$ cat config.mk
export PLATFORM = sky130hd
export DESIGN_NAME = upbf_ctrl
export DESIGN_NICKNAME = d
export VERILOG_FILES = /design/src/hw/rtl/upbf_pkg.sv /design/src/hw/rtl/upbf_ctrl.sv
export SDC_FILE = /design/constraint.sdc
export NUM_CORES = 1
export LEC_CHECK = 0
export BUFFER_PORTS_ARGS = -buffer_cell sky130_fd_sc_hd__buf_2
export CORE_AREA = 5 5 42 44
export CTS_CLUSTER_DIAMETER = 120
export DETAILED_ROUTE_END_ITERATION = 10
export DIE_AREA = 0 0 47 49
export HOLD_SLACK_MARGIN = 0.08
export PLACE_DENSITY_LB_ADDON = 0.12
export SLEW_MARGIN = 10
export SYNTH_ARGS = -nofsm -noshare
export SYNTH_HDL_FRONTEND = slang
export SYNTH_SLANG_ARGS = --single-unit
$ cat constraint.sdc
create_clock -name aclk -period 4.8 [get_ports aclk]
set_clock_uncertainty 0.2 [all_clocks]
set_input_delay 1.44 -clock aclk [delete_from_list [all_inputs] [get_ports aclk]]
set_output_delay 1.44 -clock aclk [all_outputs]
set_load 0.01 [all_outputs]
$ cat src/hw/rtl/upbf_pkg.sv
// ----------------------------------------------------------------------------
// upbf_pkg
// Shared constants, types and helpers of the URL pattern block filter.
// ----------------------------------------------------------------------------
package upbf_pkg;

    localparam int NumEntries = 32;
    localparam int MaxLen     = 32;
    localparam int CountBits  = 32;
    localparam int IdxW       = $clog2(NumEntries);
    localparam int PosW       = $clog2(MaxLen);
    localparam int LenW       = $clog2(MaxLen + 1);

    localparam logic [1:0] OP_URL    = 2'd0;
    localparam logic [1:0] OP_PBYTE  = 2'd1;
    localparam logic [1:0] OP_HEADER = 2'd2;
    localparam logic [1:0] OP_CLEAR  = 2'd3;

    typedef enum logic [1:0] {
        ST_IDLE,
        ST_SCAN,
        ST_DRAIN,
        ST_FINISH
    } state_t;

    typedef struct packed {
        logic            accept;
        logic            scan_rd;
        logic [IdxW-1:0] scan_addr;
        logic            finish;
    } ctrl_cmd_t;

    typedef struct packed {
        logic out_full;
    } dp_status_t;

    function automatic logic [7:0] to_lower(input logic [7:0] c);
        logic [7:0] r;
        r = c;
        if (c >= 8'h41 && c <= 8'h5A) begin
            r = c + 8'h20;
        end
        return r;
    endfunction

endpackage

$ cat src/hw/rtl/upbf_ctrl.sv
// ----------------------------------------------------------------------------
// upbf_ctrl
// Sequencer: accepts beats and walks the pattern table one entry per cycle.
// ----------------------------------------------------------------------------
module upbf_ctrl (
    input  logic                   aclk,
    input  logic                   aresetn,
    input  logic                   s_axis_tvalid,
    output logic                   s_axis_tready,
    input  logic [1:0]             op,
    input  logic                   byte_present,
    input  logic                   url_last,
    input  logic                   m_axis_tready,
    input  upbf_pkg::dp_status_t   status,
    output upbf_pkg::ctrl_cmd_t    cmd
);

    upbf_pkg::state_t            state_reg, state_next;
    logic [upbf_pkg::IdxW-1:0]   cnt_reg, cnt_next;
    logic                        last_reg, last_next;
    logic                        accept;

    always_ff @(posedge aclk) begin
        if (!aresetn) begin
            state_reg <= upbf_pkg::ST_IDLE;
            cnt_reg   <= '0;
            last_reg  <= 1'b0;
        end else begin
            state_reg <= state_next;
            cnt_reg   <= cnt_next;
            last_reg  <= last_next;
        end
    end

    always_comb begin
        state_next    = state_reg;
        cnt_next      = cnt_reg;
        last_next     = last_reg;
        s_axis_tready = 1'b0;
        accept        = 1'b0;
        cmd           = '0;
        cmd.scan_addr = cnt_reg;
        unique case (state_reg)
            upbf_pkg::ST_IDLE: begin
                s_axis_tready = !status.out_full || m_axis_tready;
                accept        = s_axis_tvalid && s_axis_tready;
                cmd.accept    = accept;
                if (accept && op == upbf_pkg::OP_URL) begin
                    if (byte_present) begin
                        state_next = upbf_pkg::ST_SCAN;
                        cnt_next   = '0;
                        last_next  = url_last;
                    end else if (url_last) begin
                        cmd.finish = 1'b1;
                    end
                end
            end
            upbf_pkg::ST_SCAN: begin
                cmd.scan_rd = 1'b1;
                cnt_next    = cnt_reg + 1'b1;
                if (cnt_reg == upbf_pkg::IdxW'(upbf_pkg::NumEntries - 1)) begin
                    state_next = upbf_pkg::ST_DRAIN;
                end
            end
            upbf_pkg::ST_DRAIN: begin
                state_next = last_reg ? upbf_pkg::ST_FINISH : upbf_pkg::ST_IDLE;
            end
            upbf_pkg::ST_FINISH: begin
                cmd.finish = 1'b1;
                state_next = upbf_pkg::ST_IDLE;
            end
            default: begin
                state_next = upbf_pkg::ST_IDLE;
            end
        endcase
    end

endmodule

==> results of run 1 <==
[layout by cell type (no fill, tap or decap), drive strengths merged, types with 2 or more instances in the layout]
cell and n:
and3 2, a31oi 3, nand3 2, nand4 2, ha 7, clkbuf 3, o21ai 4, nand2 6
nor2 5, a21oi 2, dfxtp 8, inv 5, nand2b 2, buf 17
[cell type report]
| class | count | area, µm² | share of cell area [%] |
|---|---|---|---|
| clock buffer | 3 | 22.52 | 3.346 |
| inverter | 5 | 18.77 | 2.788 |
| multi-input combinational | 50 | 366.6 | 54.46 |
| sequential | 8 | 160.2 | 23.79 |
| tap | 16 | 20.02 | 2.974 |
| timing repair buffer | 17 | 85.08 | 12.64 |
[final timing paths]
check | slack, ps | to | cells past startpoint | from
setup reg to reg | 2820 | cnt_reg[3] | 6 | state_reg[0]
setup / recovery | 860 | cmd[0] | 6 | m_axis_tready
hold reg to reg | 280 | cnt_reg[4] | 2 | cnt_reg[4]
hold / removal | 280 | cnt_reg[4] | 2 | cnt_reg[4]
[routing by layer]
layer,vias up,global-route usage (%),part of all wire [%]
li1,273,-,-
met1,239,16.41,46
met2,25,17.87,41
met3,5,2.583,8.1
met4,0,13.82,5.1
met5,-,0,0
[where the power goes]
group	internal [mW]	switching [mW]	leakage (nW)
clock	0.0287	0.0237	0.0138
sequential	0.0739	0.00989	0.0647
combinational	0.0503	0.0808	0.228
[cells by family after synthesis]
| kind of cell | share of synthesized area (%) |
|---|---|
| mux | 1.810 |
| simple gates | 28.51 |
| buf+inv | 4.750 |
| fa+ha+maj | 15.84 |
| compound gates | 20.14 |
| flops | 28.96 |
[metrics by stage]
step	power (mW)	utilization, %	hold WS, ps
floorplan	0.1814	-	272.4
global placement	0.2178	46.43	271.5
detailed placement	0.2170	46.43	276.8
CTS	0.2724	48.04	282.7
global route	0.2945	48.04	326.4
finish	0.2673	48.04	276.8
[worst min-delay path: stages, from the launching register on]
cell and delay, ps:
dfxtp_1 320, nand2_1 50, o21ai_0 60
==> flow_metrics.tcl, run 1 <==
set metrics [dict create \
    cts_buffers 3 \
    synth_area_leader_cell "dfxtp_1" \
    dieArea_um2 2303 \
    design_area_um2 673.1 \
    drv_slew 0 \
    slowest_delay_ps 270 \
    dp_slack_ps 857.2 \
    worstPathMaxFanout 3 \
    synthFlopType "dfxtp_1" \
    clkTransAtPathRegs_ps 60 \
    fin_crit_sh_pct 82.17 \
    crit_path_end_kind "output port" \
    crit_family "simple AND/OR/NAND/NOR gates" \
    nets 101 \
    cts_resized 0 \
    path_buf_inv 2 \
    synth.distinct_cells 29 \
    power.density_nw_per_um2 397.1 \
    place_area_um2 650.6 \
    grtUsageTotal_pct 13.43 \
    clock_latency_ps 260 \
    crit_path_top_delay_cell "nor2b_1" \
    grt_max_degree 11 \
    post_cts_buffers 0 \
    htree_levels 1 \
    synth_top_cells_by_count "8 x dfxtp_1, 7 x ha_1, 6 x nand2_1" \
    largest_reg_flops 5 \
    path_class "in2out" \
    gp_congestion 0.7239 \
    clock-sinks 8 \
    yosys_warnings 0 \
    hold_violations 0 \
    antenna_cells 0 \
    synth_top_area_share_pct 28.96 \
    drive_gt1_share_pct 27.71 \
    tightest_slew_ps 421.9 \
    synth_edf_count 0 \
    via_count 542 \
    status "finished clean" \
    cp_data_arrival_time_ps 2300 \
    syn-num-nets 81 \
    seq_area_frac_synth_pct 28.96 \
    max_slew_margin_pct 71.75 \
    yosys_register_bits 8 \
    cellLeakagePower_nw 0.3062 \
    viasPerCell 5.475 \
    nFillCells 158 \
    drt-pass1-iter-count 4 \
    peakVddDrop_mv 0.1764 \
    cp-start-kind "input port" \
    drt_iter0_drc 9 \
    initial_core_util_pct 39.46 \
    area_delta_synth_final_pct 21.72 \
    yosysMostFrequentCell "dfxtp_1" \
    port_buffers 17 \
    grt_pass1_vias 548 \
    cts_buffer_depth 2 \
    cts-hold-fix-buffers 0 \
    path_cells "buf_2 -> nor2b_1 -> nor2_1 -> a41oi_1 -> nor2_1 -> buf_2" \
    cts-root-buf "clkbuf_4" \
    fin_crit_ps 3944 \
    place_hpwl_um 953.8 \
    grt_pass1_wl_um 2208 \
    setup_tns_ps 0 \
    worst_slack_ps 855.7 \
    required_ps 3160 \
    synth_area_um2 553.0 \
    postRouteAntennaNets 0 \
    avgRoutedWirePerCell_um 12.55 \
    holdCritPathClass "reg2reg" \
    antenna_found_initial 0 \
    io_pins 18 \
    setup_viol 0 \
    stdcell_count 99 \
    wl_um 1242 \
    die_x_um 47 \
    netlist_instances 65 \
    coreArea_um2 1401 \
    die_h_um 49 \
    grt_setup_unrepaired "false" \
    synthArstFlopShare_pct 0 \
    drc_errors 0 \
    dp.cells 96 \
    overflow 0 \
    cap_violations 0 \
    cts_tree "done" \
    yosys-top-cells-area "dfxtp_1 29%, ha_1 16%, nand2_1 4.1%, o31ai_4 3.8%, o21ai_0 3.6%" \
    rows 14 \
    fmax_mhz 253.5 \
    avgSynthCellArea_um2 8.508 \
]
Note: power is estimated with default switching activity, not from simulation.
==> run 2, diff against run 1 <==
--- a/config.mk
+++ b/config.mk
@@ -6,10 +6,10 @@
 export NUM_CORES = 1
 export LEC_CHECK = 0
 export BUFFER_PORTS_ARGS = -buffer_cell sky130_fd_sc_hd__buf_2
-export CORE_AREA = 5 5 42 44
+export CORE_MARGIN = 5
+export CORE_UTILIZATION = 42
 export CTS_CLUSTER_DIAMETER = 120
 export DETAILED_ROUTE_END_ITERATION = 10
-export DIE_AREA = 0 0 47 49
 export HOLD_SLACK_MARGIN = 0.08
 export PLACE_DENSITY_LB_ADDON = 0.12
 export SLEW_MARGIN = 10
==> constraint.sdc (replaced) <==
create_clock -name aclk -period 3.6 [get_ports aclk]
set_clock_uncertainty 0.2 [all_clocks]
set_input_delay 1.08 -clock aclk [delete_from_list [all_inputs] [get_ports aclk]]
set_output_delay 1.08 -clock aclk [all_outputs]
set_load 0.01 [all_outputs]
==> run 2 against run 1 <==
  * Count of clock-buffer cells in the layout is the same
  * Non-clock buffer count unchanged
  * Hold slack lost 0.56 ps
  * Flip-flop and latch count unchanged
  * Wire length fell by 3.4%
  * Global-route usage is 0.80 points lower
  * Clock power rose by 30%
  * Critical path type unchanged
  * Largest power group unchanged
  * Highest routed layer unchanged
==> flow_metrics.tcl, run 2 (synthesis gave the netlist of run 1 again) <==
set metrics [dict create \
    overflow 0 \
    clock_latency_ps 250 \
    coreArea_um2 1269 \
    rows 13 \
    finalPower_uw 356.3 \
    startpoint "m_axis_tready" \
    grt_max_degree 11 \
    via_count 518 \
    io_pins 18 \
    r2r-start "state_reg[0]" \
    path_cells "buf_2 -> nor2b_1 -> nor2_1 -> a41oi_1 -> nor2_1 -> buf_2" \
    drt_iter0_drc 4 \
    dp_slack_ps 383.0 \
    area_delta_synth_final_pct 21.49 \
    viasPerCell 5.286 \
    place_hpwl_um 909 \
    status "finished clean" \
    cts_resized 0 \
    hold_violations 0 \
    htree_levels 1 \
    grt_pass1_vias 495 \
    clkTransAtPathRegs_ps 50 \
    cts-root-buf "clkbuf_4" \
    crit_end "cmd[0]" \
    clock-sinks 8 \
    drive_gt1_share_pct 27.71 \
    nets 101 \
    antenna_found_initial 0 \
    drv_slew 0 \
    final_cell_mix "17 x buf_2, 8 x dfxtp_1, 7 x ha_1, 6 x nand2_1" \
    cp-start-kind "input port" \
    grtUsageTotal_pct 12.63 \
    path_class "in2out" \
    ff2ff_path_depth 6 \
    cts_tree "done" \
    dieArea_um2 2142 \
    grt_setup_unrepaired "false" \
    cts-hold-fix-buffers 0 \
    peakVddDrop_mv 0.2232 \
    setup_viol 0 \
    layout_commonest_cell "buf_2" \
    cp_data_arrival_time_ps 1930 \
    timing.rr.end "cnt_reg[3]" \
    die_h_um 46.29 \
    drc_errors 0 \
    post_cts_buffers 0 \
    antenna_cells 0 \
    reg2reg_slack_ps 1640 \
    min_from "cnt_reg[4]" \
    nFillCells 121 \
    avgRoutedWirePerCell_um 12.24 \
    holdCritPathClass "reg2reg" \
    port_buffers 17 \
    max_slew_margin_pct 71.18 \
    die_x_um 46.29 \
    largest_reg_flops 5 \
    slowest_delay_ps 270 \
    cts_buffer_depth 2 \
    multi_input_area_um2 366.6 \
    initial_core_util_pct 43.59 \
    crit_path_top_delay_cell "nor2b_1" \
    setup_tns_ps 0 \
    gp_congestion 0.7606 \
    fin_crit_sh_pct 89.04 \
    register_area_um2 160.2 \
    fin_crit_ps 3206 \
    cap_violations 0 \
    cts_buffers 3 \
    required_ps 2320 \
    tightest_slew_ps 430.3 \
    drt-pass1-iter-count 4 \
    crit_path_end_kind "output port" \
    fmax_mhz 312.0 \
    cellLeakagePower_nw 0.3062 \
    postRouteAntennaNets 0 \
    worst_slack_ps 394.4 \
    power.density_nw_per_um2 530.3 \
    worstPathMaxFanout 3 \
    wl_um 1200 \
    grt_pass1_wl_um 1945 \
]
==> run 2: cell counts in the layout (fill, tap and decap cells not counted) <==
Identical to the previous run, type by type.
==> run 2: how the worst min path moves through the flow <==
stage / cells past startpoint / endpoint / slack, ps
final: 2 / cnt_reg[4] / 280
after global routing: 2 / cnt_reg[4] / 330
after CTS: 2 / cnt_reg[4] / 280
after detailed placement: 2 / cnt_reg[4] / 270
after global placement: 2 / cnt_reg[4] / 270
after floorplan: 2 / state_reg[1] / 270
==> run 2: per-stage QoR <==
step	util, %	instance area, µm²	std cells	hold WS (ps)
after global routing	52.96	671.9	98	328.9
after global placement	51.18	649.4	95	268.3
final	52.96	671.9	98	276.2
after CTS	52.96	671.9	98	280.5
after floorplan	-	553.0	65	272.4
after detailed placement	51.18	649.4	95	273.4
==> run 2: report_power, final <==
group          switching (mW)  total [mW]  internal, mW
clock                  0.0300      0.0681        0.0381
sequential             0.0132       0.112        0.0986
combinational           0.109       0.176        0.0676
total                   0.152       0.356         0.204
==> run 2: area by class of cell <==
cell class / instances / share of cell area, %
Sequential cell: 8 / 23.84
Multi-Input combinational cell: 50 / 54.56
Timing Repair Buffer: 17 / 12.66
Tap cell: 15 / 2.793
Clock buffer: 3 / 3.352
Inverter: 5 / 2.793
==> run 2: worst max-delay path: cells and delay by family <==
family,cells,cell delay (ps)
AND/OR/NAND/NOR,3,410
buffers and inverters,2,230
AO/OA/AOI/OAI,1,200
==> run 2: routing by layer <==
metal	global-route usage (%)	share of wire (%)
met5	0	0
met4	8.523	1.6
met3	2.344	5.0
met2	19.78	47
met1	15.37	47
==> run 3, diff against run 2 <==
--- a/config.mk
+++ b/config.mk
@@ -6,8 +6,10 @@
 export NUM_CORES = 1
 export LEC_CHECK = 0
 export BUFFER_PORTS_ARGS = -buffer_cell sky130_fd_sc_hd__buf_2
+export CELL_PAD_IN_SITES_DETAIL_PLACEMENT = 1
+export CELL_PAD_IN_SITES_GLOBAL_PLACEMENT = 1
 export CORE_MARGIN = 5
-export CORE_UTILIZATION = 42
+export CORE_UTILIZATION = 37
 export CTS_CLUSTER_DIAMETER = 120
 export DETAILED_ROUTE_END_ITERATION = 10
 export HOLD_SLACK_MARGIN = 0.08
==> constraint.sdc (replaced) <==
create_clock -name aclk -period 3.88 [get_ports aclk]
set_clock_uncertainty 0.2 [all_clocks]
set_input_delay 1.164 -clock aclk [delete_from_list [all_inputs] [get_ports aclk]]
set_output_delay 1.164 -clock aclk [all_outputs]
set_load 0.01 [all_outputs]
==> run 3 against run 2 <==
  * Wire length up 7.0%
  * Utilization down 6.7 points
  * Non-clock buffer count is the same
  * Sequential share of layout area barely moved
  * Power down 6.5%
  * First-iteration DRC count shrank 50%
  * Clock power down 5.7%
  * Hold slack improved by 8.7 ps
  * Register-to-register slack improved by 270 ps
  * Count of clock-buffer cells in the layout unchanged
  * Cell count rose by 1.0%
  * Critical path type unchanged
==> flow_metrics.tcl, run 3 (synthesis gave the netlist of run 1 again) <==
set metrics [dict create \
    status "finished clean" \
    grtUsageTotal_pct 12.26 \
    cts-root-buf "clkbuf_4" \
    crit_family "simple AND/OR/NAND/NOR gates" \
    drt-pass1-iter-count 3 \
    grt_pass1_wl_um 2346 \
    layout_commonest_cell "buf_2" \
    startpoint "status" \
    port_buffers 17 \
    viasPerCell 5.475 \
    worstPathMaxFanout 3 \
    drt_iter0_drc 2 \
    peakVddDrop_mv 0.1887 \
    holdCritPathClass "reg2reg" \
    wl_um 1284 \
    cp-start-kind "input port" \
    antenna_found_initial 0 \
    min_path_cells 2 \
    worst_slack_ps 487.9 \
    die_x_um 48.66 \
    design_area_um2 673.1 \
    crit_cells 6 \
    final_cell_mix "17 x buf_2, 8 x dfxtp_1, 7 x ha_1, 6 x nand2_1" \
    nets 101 \
    crit_path_end_kind "output port" \
    htree_levels 1 \
    slowest_delay_ps 290 \
    crit_path_top_delay_cell "nor2b_1" \
    rows 14 \
    post_cts_buffers 0 \
    cts-hold-fix-buffers 0 \
    gp_congestion 0.7159 \
    setup_viol 0 \
    clkTransAtPathRegs_ps 50 \
    cts_tree "done" \
    path_cells "buf_2 -> nor2b_1 -> nor2_1 -> a41oi_1 -> nor2_1 -> buf_2" \
    initial_core_util_pct 38.04 \
    fin_crit_sh_pct 87.43 \
    avgRoutedWirePerCell_um 12.97 \
    setup_tns_ps 0 \
    drc_errors 0 \
    fin_crit_ps 3392 \
    io_pins 18 \
    dp_slack_ps 481.4 \
    dieArea_um2 2368 \
    min_from "cnt_reg[4]" \
    cellLeakagePower_nw 0.3062 \
    nFillCells 183 \
    place_hpwl_um 1050 \
    path_class "in2out" \
    tightest_slew_ps 410.9 \
    cts_resized 0 \
    postRouteAntennaNets 0 \
    antenna_cells 0 \
    coreArea_um2 1454 \
    overflow 0 \
    path_buf_inv 2 \
    drive_gt1_share_pct 27.71 \
    grt_pass1_vias 594 \
    die_h_um 48.66 \
    cp_data_arrival_time_ps 2030 \
    clock_latency_ps 250 \
    cap_violations 0 \
    r2r-start "state_reg[0]" \
    max_slew_margin_pct 72.48 \
    required_ps 2520 \
    finalPower_uw 333.0 \
    final_util_pct 46.30 \
    area_delta_synth_final_pct 21.72 \
    grt_setup_unrepaired "false" \
    cts_buffers 3 \
    place_area_um2 650.6 \
    grt_max_degree 11 \
    ff2ff_path_depth 6 \
    via_count 542 \
    largest_reg_flops 5 \
    power.density_nw_per_um2 494.7 \
    fmax_mhz 294.8 \
    drv_slew 0 \
    cts_buffer_depth 2 \
    hold_violations 0 \
    clock-sinks 8 \
]
run 3: cell counts in the layout (fill, tap and decap cells not counted):
Identical to the previous run, type by type.
run 3: report_power, final:
part	total, mW	internal (mW)	switching, mW	leakage (nW)
Sequential	0.103	0.0914	0.0118	0.0647
Combinational	0.166	0.0623	0.103	0.228
Clock	0.0642	0.0354	0.0288	0.0138
run 3: layer usage:
metal	GRT usage (%)	vias to the layer above	wire, µm
met5	0	-	0
met4	8.072	0	22
met3	3.374	3	65
met2	19.78	16	589
met1	13.89	249	606
li1	-	274	-
run 3: worst paths after layout:
check	slack, ps	end
max	490	cmd[0]
min	280	cnt_reg[4]
max reg2reg	1910	cnt_reg[3]
min reg2reg	280	cnt_reg[4]
run 3: layout make-up:
type                            count  area (µm²)  area share, %
Multi-Input combinational cell     50       366.6          54.46
Sequential cell                     8       160.2          23.79
Timing Repair Buffer               17       85.08          12.64
Clock buffer                        3       22.52          3.346
Tap cell                           16       20.02          2.974
Inverter                            5       18.77          2.788
run 3: tightest hold or removal path, cell delays in order, from the launching register on:
cell     delay [ps]
dfxtp_1         320
nand2_1          60
o21ai_0          60
run 3: through the flow:
step	cells	hold slack, ps
floorplan	65	272.4
global placement	96	271.6
detailed placement	96	281.7
CTS	99	291.7
global route	99	331.6
finish	99	285.0
